===== src/rtl/core/smf_pkg.sv =====
package smf_pkg;

  // history size and the counter that walks it
  localparam int HISTORY_DEPTH = 64;
  localparam int CNT_W         = (HISTORY_DEPTH > 1) ? $clog2(HISTORY_DEPTH) : 1;

  localparam int KEY_W   = 64;
  localparam int NONCE_W = 32;

  // one message key
  typedef struct packed {
    logic [KEY_W-1:0]   sender_key;
    logic [NONCE_W-1:0] message_nonce;
  } pair_t;

  // stored history entry, shifted from cell to cell on insert
  typedef struct packed {
    pair_t pair;
    logic  valid;
  } entry_t;

  // lookup token, moves one cell per cycle and collects the hit
  typedef struct packed {
    pair_t pair;
    logic  hit;
  } probe_t;

endpackage


===== src/rtl/core/smf_cell.sv =====
module smf_cell (
  input  logic            clk,
  input  logic            rst,
  input  logic            shift,
  input  smf_pkg::entry_t entry_in,
  output smf_pkg::entry_t entry_out,
  input  smf_pkg::probe_t probe_in,
  output smf_pkg::probe_t probe_out
);
  import smf_pkg::*;

  pair_t  pair;
  logic   valid;
  probe_t probe;
  logic   match;

  // local compare against the stored entry
  assign match = valid && (pair == probe_in.pair);

  // stored entry: takes the neighbor's entry on insert
  always_ff @(posedge clk) begin
    if (shift) begin
      pair <= entry_in.pair;
    end
  end

  always_ff @(posedge clk) begin
    if (rst) begin
      valid <= 1'b0;
    end else if (shift) begin
      valid <= entry_in.valid;
    end
  end

  // probe register, handed to the next cell every cycle
  always_ff @(posedge clk) begin
    probe.pair <= probe_in.pair;
    probe.hit  <= probe_in.hit | match;
  end

  assign entry_out.pair  = pair;
  assign entry_out.valid = valid;
  assign probe_out       = probe;
endmodule


===== config.mk =====
export PLATFORM = sky130hd
export DESIGN_NAME = smf_cell
export DESIGN_NICKNAME = d
export VERILOG_FILES = /design/src/rtl/core/smf_pkg.sv /design/src/rtl/core/smf_cell.sv
export SDC_FILE = /design/constraint.sdc
export NUM_CORES = 1
export LEC_CHECK = 0
export BUFFER_PORTS_ARGS = -buffer_cell sky130_fd_sc_hd__buf_4
export CORE_AREA = 5 5 150 152
export CTS_CLUSTER_DIAMETER = 40
export DETAILED_ROUTE_END_ITERATION = 8
export DIE_AREA = 0 0 155 157
export GPL_TIMING_DRIVEN = 0
export HOLD_SLACK_MARGIN = 0.05
export SLEW_MARGIN = 15
export SYNTH_ARGS = -nofsm -noshare
export SYNTH_HDL_FRONTEND = slang
export SYNTH_SLANG_ARGS = --single-unit

===== constraint.sdc =====
create_clock -name clk -period 1.85 [get_ports clk]
set_input_delay 0.37 -clock clk [delete_from_list [all_inputs] [get_ports clk]]
set_output_delay 0.37 -clock clk [all_outputs]
set_load 0.1 [all_outputs]

# After elaboration in Yosys (flattened, before gate mapping)
# Cells that the tools add are included.
# word_totals
ff_bits,194
inputBits,197
wordCells,9
out_inout_bits,194
# op_classes
eq_ne,1
bitwise,1
reduce_logical,1
# ops
cell,count
equality test 96 bit,1
logical AND 1 bit,1
OR 1 bit,1

# Depth between registers and ports, before layout
# logic_depth
ltp_word,3
ltp_mapped,5
depth_no_buf,5

# Worst setup path after synthesis
# OpenSTA, ideal clock, no wires.
# synth_path
path_type,flip-flop to flip-flop
startpoint,register pair (netlist bit entry_out[25])
endpoint,register probe (netlist bit probe_out[0])
setup_time_ps,84
t_required_ps,1766
path_buffers,0
stages_incl_launch_ff,6
path_slack_ps,-280
synth_period_minus_slack_ps,2130
arrival_ps,2045
cell_sequence,edfxtp_1 -> inv_1 -> a2111o_1 -> nor4_2 -> nand4_1 -> o31ai_2
# synth_between
elab_chain_len,3
# synth_rtl
item,line,source
from (decl),smf_cell.sv:12,pair_t pair;
from (signal assigned),smf_cell.sv:23,pair <= entry_in.pair;
equality test 96 bit,smf_cell.sv:18,assign match = valid && (pair == probe_in.pair);
logical AND 1 bit,smf_cell.sv:18,
OR 1 bit,smf_cell.sv:38,probe.hit <= probe_in.hit | match;
to (decl),smf_cell.sv:14,probe_t probe;
# Every way passes these cells.
# A chain may end at the register's enable or synchronous reset.

# Worst setup path after layout
# layout_path
startpoint,register pair (netlist bit entry_out[19])
endpoint,register probe (netlist bit probe_out[0])
# The elaborated chain is that of the path after synthesis.

==> impl_results.md <==
- Layout cells sized above 1: 50.86%
- Rows: 53
- Seq cells post-synth: 194
- Final Setup Violations: 0
- Setup TNS: 0 ps
- Slew Limit Fails: 0
- Max Buffers Root-to-Sink: 2
- Status: complete, no violations
- Initial Util: 29.39%
- IO Pins: 391
- LEAKAGE: 4.762 nW
- Crit Path Class: reg -> reg
- Relative slew slack: 36.35%
- First-pass iteration count of the detailed router: 4
- CTS tree: built
- Hold Path Sink: probe_out[63]
- R2R setup slack: 70 ps
- DP Area: 0.009415 mm^2
- Antenna violations before repair: 1
- Routed wire length: 21.86 mm
- Post-placement cell count: 1035
- Main synth FF type: dfxtp_1
- Die W: 155 um
- Max-cap viol count: 0
- Kind of end point of the critical path: register
- Gpl congestion: 0.7662
- Number of flops mapped to enable cells by yosys: 96
- Final Cycle Share: 96.33%
- Root buffer cell: clkbuf_16
- Global-route wire length before repair: 30.53 mm
- Vias/cell: 4.192
- Clock latency on the worst-skew pair: 420 ps
- Mapped Nets: 567
- Core box area: 0.02089 mm^2
- Min-delay src: probe_in[63]
- Drt wl/cell: 19.07 um
- R2r startpoint: entry_out[19]
- Worst-Margin Slew: 954.7 ps
- Synthesized area: 0.006140 mm^2
- Distinct cells, synth: 27
- Clock transition at the registers of the reported paths: 70 ps
- Count of nets after finishing: 1056
- Worst reg2reg endpoint: probe_out[0]
- Post-DRT Antenna Nets: 0
- Hold Crit Class: in -> reg
- GR Overflow Total: 0
- Peak Freq: 561.1 MHz
- DR vias: 4804
- DRC violations left: 0
- Vias in the first global route: 5179
- Tot GR Track Use: 16.96%
- Die Span Y: 157 um
- Crit path max fanout: 3
- Final hold slack: 72.07 ps
- Drt first-iter violations: 96
- Final std cells w/o fill: 1146
- Fin crit period: 1782 ps
- Critical Path RT: 2180 ps
- Critical Path AT: 2110 ps
- Post-Layout Inst Area: 0.01087 mm^2
- Final core occ: 52.05%
- Quantity of I/O buffers inserted on ports: 390
- Startpoint Class: register
- Yosys Warn Count: 0
- Antenna cells: 0
- Critical path origin: entry_out[19]
- Clk_skew: 14.15 ps
- Gate Count Post-Synth: 370
- R2R depth: 5
- CTS Buf Count: 17
- RSZ-0062 raised after global routing: true
- Synth-to-Final Area Change: 77.07%
- H-tree level count: 4
- Max IR drop VDD: 654.6 uV
- Ys async rst share: 0%
- Largest net degree at the start of global routing: 98
- Sequential element share of the synthesized area: 78.91%
- CTS sink cnt: 194
- Post-synthesis average cell area: 16.59 um^2
- DPL Wire Length: 17.07 mm
- Die area: 0.02434 mm^2
- Final hold violations: 0
- Power per Cell Area: 1099 mW/mm^2
- Worst hold path stage count: 1
-- worst max-delay path by stage --
| stage | endpoint |
|---|---|
| after CTS | probe_out[0] |
| after detailed placement | probe_out[0] |
| after global routing | probe_out[0] |
| final | probe_out[0] |
| after global placement | probe_out[0] |
| after floorplan | probe_out[0] |
-- metal layers --
metal | up-vias | share of wire [%] | global-route usage (%)
li1 | 2301 | - | -
met4 | 2 | 1.8 | 4.668
met5 | - | 0.059 | 0
met2 | 257 | 52 | 30.25
met1 | 2219 | 35 | 18.20
met3 | 25 | 11 | 7.754
-- power breakdown --
group | switching, mW | leakage (nW) | internal [mW]
logic | 2.53 | 2.72 | 0.906
clock network | 1.72 | 0.276 | 1.81
registers | 0.163 | 1.77 | 4.82
-- sequential cells by signal, summed over array words and instances (netlist names) --
signal,count
valid,1
entry_out,96
probe_out,97
-- critical path: stages (launching register included) --
cell,delay (ps)
edfxtp_1,400
nor2b_1,180
a2111o_1,420
nor4_4,320
nand4_1,150
o31ai_2,230
-- kinds of logic (layout without fill, tap and decap cells) --
logic type,count (synthesis),count (layout),share of synthesized area (%)
AOI/OAI and AO/OA,27,27,3.852
buffers and inverters,27,528,1.712
xor gates and xnor gates,59,59,8.417
and+or+nand+nor,62,62,6.949
muxes,1,1,0.1630
DFF,194,194,78.91
-- layout make-up --
cell class / count / area [um^2]
Inverter: 26 / 97.59
Sequential cell: 194 / 4845
Clock inverter: 12 / 120.1
Tap cell: 275 / 344.1
Fill cell: 1835 / 10020
Clock buffer: 19 / 442.9
Timing Repair Buffer: 470 / 3730
Multi-Input combinational cell: 149 / 1285
Buffer: 1 / 7.507
-- synth_stat cells, drive strengths merged, types with 2 or more instances --
master / n / area [um^2]
xnor2: 58 / 508.0
edfxtp: 96 / 2883
o2bb2ai: 2 / 17.52
o22ai: 8 / 50.05
a2111o: 6 / 67.56
a22o: 3 / 26.28
o2111ai: 5 / 43.79
inv: 26 / 97.60
nor2: 2 / 7.510
nand4: 16 / 100.1
dfxtp: 98 / 1962
nand2b: 14 / 87.58
nor4: 9 / 90.09
nor2b: 18 / 127.6
-- placed cells by master (no fill, tap or decap), types with 5 or more instances in the layout --
cell	count
inv_1	24
a2111o_1	6
nand2b_1	14
clkbuf_16	17
nor2b_1	15
dlygate4sd3_1	73
dfxtp_1	98
nor4_4	5
clkinv_4	7
buf_4	394
edfxtp_1	96
o22ai_1	8
o2111ai_1	5
xnor2_1	55
nand4_1	16
-- through the flow --
stage / setup WS, ps / total power, mW
after global placement: -251.3 / 8.347
final: 67.81 / 11.95
after floorplan: -235.5 / 7.360
after global routing: -55.88 / 12.40
after CTS: -62.01 / 12.04
after detailed placement: -341.0 / 8.362
-- timing repair --
item | in CTS | in global routing
endpoints found under the setup margin | 1 | 1
buffers inserted | 4 | 3
hold buffers | 54 | 22
resized for setup | 6 | 11
pin swaps | 4 | 9
cloned | 0 | 0
endpoints found under the hold margin | 54 | 22
Note: power is estimated with default switching activity, not from simulation.
